`src/ppng_pkg.sv`:
```
// ============================================================================
// ppng_pkg
// Shared types, codes and the logarithmic pressure curve for the pad note gate.
// ============================================================================
package ppng_pkg;

  localparam int NUM_PADS_DEF = 16;
  localparam int CURVE_BASE   = 10;
  localparam int LOG_FRAC     = 28;
  localparam int MAX_SLOTS    = 16;

  typedef enum logic [1:0] {
    PAD_OFF       = 2'd0,
    PAD_HELD      = 2'd1,
    PAD_RELEASING = 2'd2
  } pad_mode_t;

  typedef enum logic [1:0] {
    EV_NONE    = 2'd0,
    EV_TRIGGER = 2'd1,
    EV_RELEASE = 2'd2,
    EV_ENDED   = 2'd3
  } note_event_t;

  localparam logic [0:0] CFG_THRESHOLD = 1'b0;
  localparam logic [0:0] CFG_GAIN      = 1'b1;

  localparam logic [7:0]  THRESHOLD_RST = 8'd16;
  localparam logic [16:0] GAIN_RST      = 17'd32768;
  localparam logic [16:0] GAIN_UNITY    = 17'd65536;

  typedef struct packed {
    logic [3:0] pad_index;
    logic [7:0] pressure;
    logic       envelope_done;
  } in_word_t;

  typedef struct packed {
    logic [3:0]  pad_out;
    logic [1:0]  note_event;
    logic [15:0] level;
    logic [1:0]  pad_state;
  } out_word_t;

  function automatic logic [63:0] fixed_log2(input logic [31:0] x);
    int          top;
    logic [63:0] m;
    logic [63:0] r;
    top = 0;
    for (int i = 0; i < 32; i++) begin
      if (x[i]) begin
        top = i;
      end
    end
    m = 64'(x) << (30 - top);
    r = 64'(top) << LOG_FRAC;
    for (int i = 1; i <= LOG_FRAC; i++) begin
      m = (m * m) >> 30;
      if (m >= 64'h8000_0000) begin
        m = m >> 1;
        r = r | (64'd1 << (LOG_FRAC - i));
      end
    end
    if (x == 32'd0) begin
      r = 64'd0;
    end
    return r;
  endfunction

  function automatic logic [63:0] long_div(input logic [63:0] n, input logic [63:0] d);
    logic [64:0] rem;
    logic [63:0] q;
    rem = '0;
    q   = '0;
    for (int i = 63; i >= 0; i--) begin
      rem = {rem[63:0], n[i]};
      if (rem >= {1'b0, d}) begin
        rem  = rem - {1'b0, d};
        q[i] = 1'b1;
      end
    end
    return q;
  endfunction

  function automatic logic [255:0][15:0] build_curve(input int base);
    logic [255:0][15:0] rom;
    logic [63:0]        l0;
    logic [63:0]        den;
    logic [63:0]        num;
    logic [63:0]        q;
    l0  = fixed_log2(32'd255);
    den = fixed_log2(32'(255 * base)) - l0;
    for (int v = 0; v < 256; v++) begin
      num = fixed_log2(32'(255 + v * (base - 1))) - l0;
      q   = (den != 64'd0) ? long_div((num << 16) + (den >> 1), den) : 64'd0;
      if (q > 64'd65535) begin
        q = 64'd65535;
      end
      rom[v] = q[15:0];
    end
    return rom;
  endfunction

  localparam logic [255:0][15:0] CURVE_ROM = build_curve(CURVE_BASE);

endpackage

```
`src/ppng_in_reg.sv`:
```
// ============================================================================
// ppng_in_reg
// Input register stage that holds one accepted word until the pad engine takes it.
// ============================================================================
module ppng_in_reg (
  input  logic               clk,
  input  logic               rst_n,
  input  logic               in_valid,
  output logic               in_stall,
  input  ppng_pkg::in_word_t in_word,
  input  logic               take,
  output logic               hold_valid,
  output ppng_pkg::in_word_t hold_word
);
  import ppng_pkg::*;

  logic     valid_r;
  logic     valid_nxt;
  in_word_t word_r;
  logic     accept;

  assign in_stall   = valid_r && !take;
  assign accept     = in_valid && !in_stall;
  assign hold_valid = valid_r;
  assign hold_word  = word_r;

  always_comb begin
    valid_nxt = valid_r;
    if (accept) begin
      valid_nxt = 1'b1;
    end else if (take) begin
      valid_nxt = 1'b0;
    end
  end

  always_ff @(posedge clk) begin
    if (!rst_n) begin
      valid_r <= 1'b0;
    end else begin
      valid_r <= valid_nxt;
    end
  end

  always_ff @(posedge clk) begin
    if (accept) begin
      word_r <= in_word;
    end
  end

endmodule

```
`src/ppng_pad_engine.sv`:
```
// ============================================================================
// ppng_pad_engine
// Per-pad state and smoothed level, with the gate logic and the smoothing update.
// ============================================================================
module ppng_pad_engine #(
  parameter int NUM_PADS = ppng_pkg::NUM_PADS_DEF
) (
  input  logic                clk,
  input  logic                rst_n,
  input  logic                commit,
  input  ppng_pkg::in_word_t  item,
  input  logic [7:0]          threshold,
  input  logic [16:0]         gain,
  output ppng_pkg::out_word_t result
);
  import ppng_pkg::*;

  localparam int PAD_SLOTS = (NUM_PADS < MAX_SLOTS) ? NUM_PADS : MAX_SLOTS;
  localparam int IDX_W     = (PAD_SLOTS > 1) ? $clog2(PAD_SLOTS) : 1;

  pad_mode_t   mode_r [PAD_SLOTS];
  logic [15:0] lvl_r  [PAD_SLOTS];

  logic               pad_ok;
  logic [IDX_W-1:0]   idx;
  pad_mode_t          cur_mode;
  logic [15:0]        prev_lvl;
  logic [15:0]        target;
  logic [16:0]        g_eff;
  logic signed [16:0] diff;
  logic signed [34:0] prod;
  logic signed [35:0] acc;
  logic [15:0]        smoothed;
  pad_mode_t          new_mode;
  note_event_t        new_event;
  logic [15:0]        out_lvl;
  logic [15:0]        store_lvl;

  assign pad_ok = 32'(item.pad_index) < NUM_PADS;
  assign idx    = item.pad_index[IDX_W-1:0];

  always_comb begin
    cur_mode = PAD_OFF;
    prev_lvl = '0;
    if (pad_ok) begin
      cur_mode = mode_r[idx];
      prev_lvl = lvl_r[idx];
    end
  end

  assign target   = CURVE_ROM[item.pressure];
  assign g_eff    = gain[16] ? GAIN_UNITY : gain;
  assign diff     = $signed({1'b0, target}) - $signed({1'b0, prev_lvl});
  assign prod     = diff * $signed({1'b0, g_eff});
  assign acc      = $signed({4'b0, prev_lvl, 16'b0}) + 36'(prod) + 36'sd32768;
  assign smoothed = acc[31:16];

  always_comb begin
    new_mode  = PAD_OFF;
    new_event = EV_NONE;
    out_lvl   = '0;
    store_lvl = prev_lvl;
    if (pad_ok) begin
      if (cur_mode != PAD_HELD && item.pressure > threshold) begin
        new_mode  = PAD_HELD;
        new_event = EV_TRIGGER;
        out_lvl   = smoothed;
        store_lvl = smoothed;
      end else if (cur_mode == PAD_HELD) begin
        if (item.pressure < threshold) begin
          new_mode  = PAD_RELEASING;
          new_event = EV_RELEASE;
          out_lvl   = prev_lvl;
          store_lvl = '0;
        end else begin
          new_mode  = PAD_HELD;
          out_lvl   = smoothed;
          store_lvl = smoothed;
        end
      end else if (cur_mode == PAD_RELEASING) begin
        if (item.envelope_done) begin
          new_mode  = PAD_OFF;
          new_event = EV_ENDED;
        end else begin
          new_mode = PAD_RELEASING;
        end
      end else begin
        new_mode = PAD_OFF;
      end
    end
  end

  always_ff @(posedge clk) begin
    if (!rst_n) begin
      for (int i = 0; i < PAD_SLOTS; i++) begin
        mode_r[i] <= PAD_OFF;
        lvl_r[i]  <= '0;
      end
    end else if (commit && pad_ok) begin
      mode_r[idx] <= new_mode;
      lvl_r[idx]  <= store_lvl;
    end
  end

  always_comb begin
    result.pad_out    = item.pad_index;
    result.note_event = new_event;
    result.level      = out_lvl;
    result.pad_state  = new_mode;
  end

endmodule

```
`src/pressure_pad_note_gate_core.sv`:
```
// ============================================================================
// pressure_pad_note_gate_core
// Note gate for a bank of pressure pads with log-curved, smoothed levels.
// ============================================================================
// The block takes one word per clock while the output side is not stalled and
// returns exactly one result word for each, in order: the word is held in the
// input register, then the curve lookup, the single smoothing multiply and the
// per-pad state update happen combinationally into the output register. Words
// for the same pad may follow each other back to back, since each pad's state
// is rewritten in the cycle its word leaves the input register. Pad state is
// cleared by reset directly; there is no clearing pass.
module pressure_pad_note_gate_core #(
  parameter int NUM_PADS = ppng_pkg::NUM_PADS_DEF
) (
  input  logic                clk,
  input  logic                rst_n,
  input  logic                in_valid,
  output logic                in_stall,
  input  ppng_pkg::in_word_t  in_word,
  output logic                out_valid,
  input  logic                out_stall,
  output ppng_pkg::out_word_t out_word,
  input  logic                cfg_we,
  input  logic [0:0]          cfg_index,
  input  logic [16:0]         cfg_wdata
);
  import ppng_pkg::*;

  logic        hold_valid;
  in_word_t    hold_word;
  logic        take;
  out_word_t   result;
  logic        out_valid_r;
  logic        out_valid_nxt;
  out_word_t   out_word_r;
  logic [7:0]  threshold_r;
  logic [7:0]  threshold_nxt;
  logic [16:0] gain_r;
  logic [16:0] gain_nxt;

  assign take = hold_valid && (!out_valid_r || !out_stall);

  ppng_in_reg u_in_reg (
    .clk       (clk),
    .rst_n     (rst_n),
    .in_valid  (in_valid),
    .in_stall  (in_stall),
    .in_word   (in_word),
    .take      (take),
    .hold_valid(hold_valid),
    .hold_word (hold_word)
  );

  ppng_pad_engine #(
    .NUM_PADS(NUM_PADS)
  ) u_engine (
    .clk      (clk),
    .rst_n    (rst_n),
    .commit   (take),
    .item     (hold_word),
    .threshold(threshold_r),
    .gain     (gain_r),
    .result   (result)
  );

  always_comb begin
    threshold_nxt = threshold_r;
    gain_nxt      = gain_r;
    if (cfg_we) begin
      unique case (cfg_index)
        CFG_THRESHOLD: threshold_nxt = cfg_wdata[7:0];
        CFG_GAIN:      gain_nxt      = cfg_wdata;
        default: begin
          threshold_nxt = threshold_r;
        end
      endcase
    end
  end

  assign out_valid_nxt = take || (out_valid_r && out_stall);

  always_ff @(posedge clk) begin
    if (!rst_n) begin
      threshold_r <= THRESHOLD_RST;
      gain_r      <= GAIN_RST;
      out_valid_r <= 1'b0;
    end else begin
      threshold_r <= threshold_nxt;
      gain_r      <= gain_nxt;
      out_valid_r <= out_valid_nxt;
    end
  end

  always_ff @(posedge clk) begin
    if (take) begin
      out_word_r <= result;
    end
  end

  assign out_valid = out_valid_r;
  assign out_word  = out_word_r;

endmodule
```
`config.mk`:
```
export PLATFORM = sky130hd
export DESIGN_NAME = pressure_pad_note_gate_core
export DESIGN_NICKNAME = d
export VERILOG_FILES = /design/src/ppng_pkg.sv /design/src/ppng_in_reg.sv /design/src/ppng_pad_engine.sv /design/src/pressure_pad_note_gate_core.sv
export SDC_FILE = /design/constraint.sdc
export NUM_CORES = 2
export LEC_CHECK = 0
export ABC_AREA = 1
export BUFFER_PORTS_ARGS = -buffer_cell sky130_fd_sc_hd__buf_2
export CAP_MARGIN = 20
export CELL_PAD_IN_SITES_DETAIL_PLACEMENT = 0
export CELL_PAD_IN_SITES_GLOBAL_PLACEMENT = 1
export CORE_MARGIN = 5
export CORE_UTILIZATION = 46
export CTS_BUF_LIST = sky130_fd_sc_hd__clkbuf_4 sky130_fd_sc_hd__clkbuf_8
export CTS_CLUSTER_DIAMETER = 120
export DETAILED_ROUTE_END_ITERATION = 12
export GPL_TIMING_DRIVEN = 1
export HOLD_SLACK_MARGIN = 0.06
export PLACE_DENSITY_LB_ADDON = 0.3
export SYNTH_ARGS = -nofsm -noshare
export SYNTH_HDL_FRONTEND = slang
export SYNTH_HIERARCHICAL = 1
export SYNTH_SLANG_ARGS = --single-unit
```
`constraint.sdc`:
```
create_clock -name clk -period 8.3 [get_ports clk]
set_input_delay 2.075 -clock clk [delete_from_list [all_inputs] [get_ports clk]]
set_output_delay 2.075 -clock clk [all_outputs]
set_load 0.1 [all_outputs]
```
==> impl_metrics.toml <==
[hold_path]
min-delay-start = "gain_r[8]"
hold_path_end = "gain_r[8]"
worstHoldPathCells = 2
hp-class = "reg2reg"

[sta]
worstMarginPinSlew_ps = 1240
timing.fmax_mhz = 107
layout_min_cycle_time_ps = 9390
fin_ws_ps = -1090
slew_headroom_pct = 17.2
hold_viol = 0
maxSlewViolCount = 0
setup_tns_ps = -236610
grt_setup_unrepaired = "true"
finClkSkew_ps = 44.5
setup_viol = 272
fin_crit_sh_pct = 113

[yosys]
synthMuxAreaShare_pct = 0
ys_top_cells_by_area = "edfxtp_1 (33%), fa_1 (16%), nand2_1 (9.5%)"
synth.distinct_cells = 66
syn_area_per_cell_um2 = 8.46
synth_area_mm2 = 0.0297
synth-seq-cells = 352
syn_nets = 3945
synth-edff-count = 325
yosys.area_share.adder_pct = 22.8
synth-xor-area-share_pct = 0.379
synthFlopType = "edfxtp_1"
synth_largest_area_cell = "edfxtp_1"
synth_cells = 3511
ys_seq_area_share_pct = 34.7
synth_compound_area_share_pct = 12.8
yosys_warnings = 6
synth-simple-area-share_pct = 19.9
synth_top_family_by_area = "adder cells"
synthDominantCellAreaShare_pct = 32.9
async_flop_share_pct = 0

[critical_path]
crit_type = "reg2reg"
cp-start-kind = "register"
endpoint_kind = "register"
cpMaxStageDelayCell = "fa_1"
cpPeakStageDelay_ps = 560
required_ps = 8750
cp.arrival_ps = 9840
timing.rr.start = "u_in_reg/hold_word[2]"
worst-path-max-fanout = 8
crit_family = "adder cells"
reg2reg_to = "u_engine/lvl_r[9][13]"
rr_worst_depth = 50
r2r_slack_ps = -1090
worst-path-buf-inv = 13

[floorplanning]
core_mm2 = 0.0642
die_y_um = 264
die-area_mm2 = 0.0697
die_x_um = 264
num_rows = 93
start_util_pct = 46.2
pin_count = 62

[global_route]
grtUsageMet1_pct = 46.2
use_met2_pct = 56.1
met3_usage_pct = 5.90
grt_use_total_pct = 34.6
grt_pass1_vias = 29592
grt_overflow_total = 0
antenna_found_initial = 3
grt.busiest_layer = "met2"
grt_pass1_wl_mm = 184
grt_max_degree = 45

[place]
place_ws_ps = -1500
io_buffers = 61
hpwlAfterDp_mm = 95.1
dp_cells = 4887
place.gp.congestion = 1.07
dpl_cell_area_mm2 = 0.0360

[cells_and_area]
area_delta_synth_final_pct = 35.2
fillers = 5525
drive_gt1_share_pct = 32.7
final_nets = 4626
fin_area_mm2 = 0.0401
fin_cells = 5092

[route]
drtPass1Iterations = 6
drt_iter0_drc = 3138
vias = 28869
wl_per_cell_um = 24.6
detail-route-antenna-nets = 0
vias_per_cell = 5.67
drc = 0
routed_wirelength_mm = 125

[clocking]
clk_latency_ps = 670
clkTransAtPathRegs_ps = 60
numCtsBuffers = 56
clock-sinks = 352
clock_path_buffers = 3
cts_max_level = 2
cts-root-buf = "clkbuf_8"
cts_tree = "built"

[flow_run]
cap_violations = 0

[status]
violations = "negative setup slack"
status = "finished, violations left"
-- worst register-to-register path: cells and delay by family, from the launching register on --
family          cells  cell delay, ps
compound gates      8            1220
fa+ha+maj          10            4110
buf+inv            13            1320
flops               1             420
simple gates       19            2150
-- flip-flops by register name (all words and copies together) (netlist names) --
signal               cells
u_in_reg/hold_word      13
gain_r                  17
out_valid                1
u_in_reg/hold_valid      1
u_engine/lvl_r         256
threshold_r              8
u_engine/mode_r         32
out_word                24
-- worst max path at each step --
stage / start / endpoint / slack [ps] / depth (start not counted)
3_3_place_gp: u_in_reg/hold_word[2] / u_engine/lvl_r[11][14] / -1390 / 43
3_5_place_dp: u_in_reg/hold_word[2] / u_engine/lvl_r[13][9] / -1500 / 44
2_1_floorplan: u_in_reg/hold_word[2] / u_engine/lvl_r[2][7] / -130 / 47
5_1_grt: u_in_reg/hold_word[2] / u_engine/lvl_r[9][13] / -1400 / 50
4_1_cts: u_in_reg/hold_word[2] / u_engine/lvl_r[9][9] / -880 / 49
6_report: u_in_reg/hold_word[2] / u_engine/lvl_r[9][13] / -1090 / 50
-- cell usage after synthesis (10+ instances only) --
master     instances
nand2_1          749
inv_1            508
nor2_1           490
edfxtp_1         325
fa_1             240
a21oi_1          176
ha_1             158
a22oi_1          132
o21ai_0          118
nand3_1          114
clkbuf_1         104
buf_2             36
dfxtp_1           27
o211ai_1          26
nand4_1           20
nor3_1            20
nor2_2            18
a31oi_1           15
clkinv_1          12
or2_2             12
o21ai_1           11
o221ai_1          11
o311ai_0          11
o31ai_1           11
buf_4             10
nand2_2           10
o2111ai_1         10
o22ai_1           10
-- through the flow --
stage / utilization, % / hold WS, ps
after floorplan: - / 442
after global placement: 56.0 / 464
after detailed placement: 56.0 / 469
after CTS: 60.9 / 485
after global routing: 62.5 / 497
final: 62.5 / 479
-- cell families (layout without fill, tap and decap cells) --
| kind of cell | count (synthesis) | count (layout) |
|---|---|---|
| AO/OA/AOI/OAI | 591 | 591 |
| XOR/XNOR | 12 | 12 |
| adder cells (fa/ha/maj) | 398 | 398 |
| buffers and inverters | 699 | 1423 |
| flip-flops | 352 | 352 |
| other | 0 | 1 |
| AND/OR/NAND/NOR | 1459 | 1460 |
-- final cells by class --
class                           instances  area (um^2)  share of cell area (%)
Clock inverter                         28          214                   0.533
Tap cell                              855         1070                    2.66
Multi-Input combinational cell       2461        18800                    46.9
Antenna cell                            1         2.50                 0.00623
Clock buffer                           74          912                    2.27
Timing Repair inverter                  1         6.26                  0.0156
Sequential cell                       352        10300                    25.7
Timing Repair Buffer                  787         6750                    16.8
Inverter                              533         2070                    5.15
-- layout by cell type (no fill, tap or decap), types with 9 or more instances in the layout --
cell,instances
fa_1,224
o21ai_1,35
ha_4,21
nand2_2,76
clkbuf_4,17
nand2_4,35
o21ai_0,80
fa_2,16
buf_12,48
o2111ai_1,9
buf_2,61
a31oi_1,11
edfxtp_1,325
buf_4,620
clkinv_2,9
nand2_1,645
buf_6,45
a22oi_1,132
ha_1,132
nand3_2,19
clkbuf_8,57
nor2_1,416
clkinv_1,22
a21oi_4,14
inv_2,54
a21oi_2,63
inv_1,451
nand3_1,96
o21ai_2,15
nor3_1,16
nor2_2,53
nor2_4,41
o22ai_1,10
o211ai_1,26
nand4_1,20
dfxtp_1,27
a21oi_1,99
-- per-layer routing --
layer,wire [um],up-vias
li1,-,12894
met1,48700,14192
met2,58000,1504
met3,11800,275
met4,6630,4
met5,33,-
-- repair_timing --
action                     CTS  global route
gates resized for setup    355           203
setup buffers               67            26
setup endpoints to repair  272           272
pin swaps                   67            73
cloned                       8             6
hold buffers                 0             0
Power is left out: the tool's default activity adds up to more than one toggle a clock period on the data nets, which glitch-free logic cannot reach.
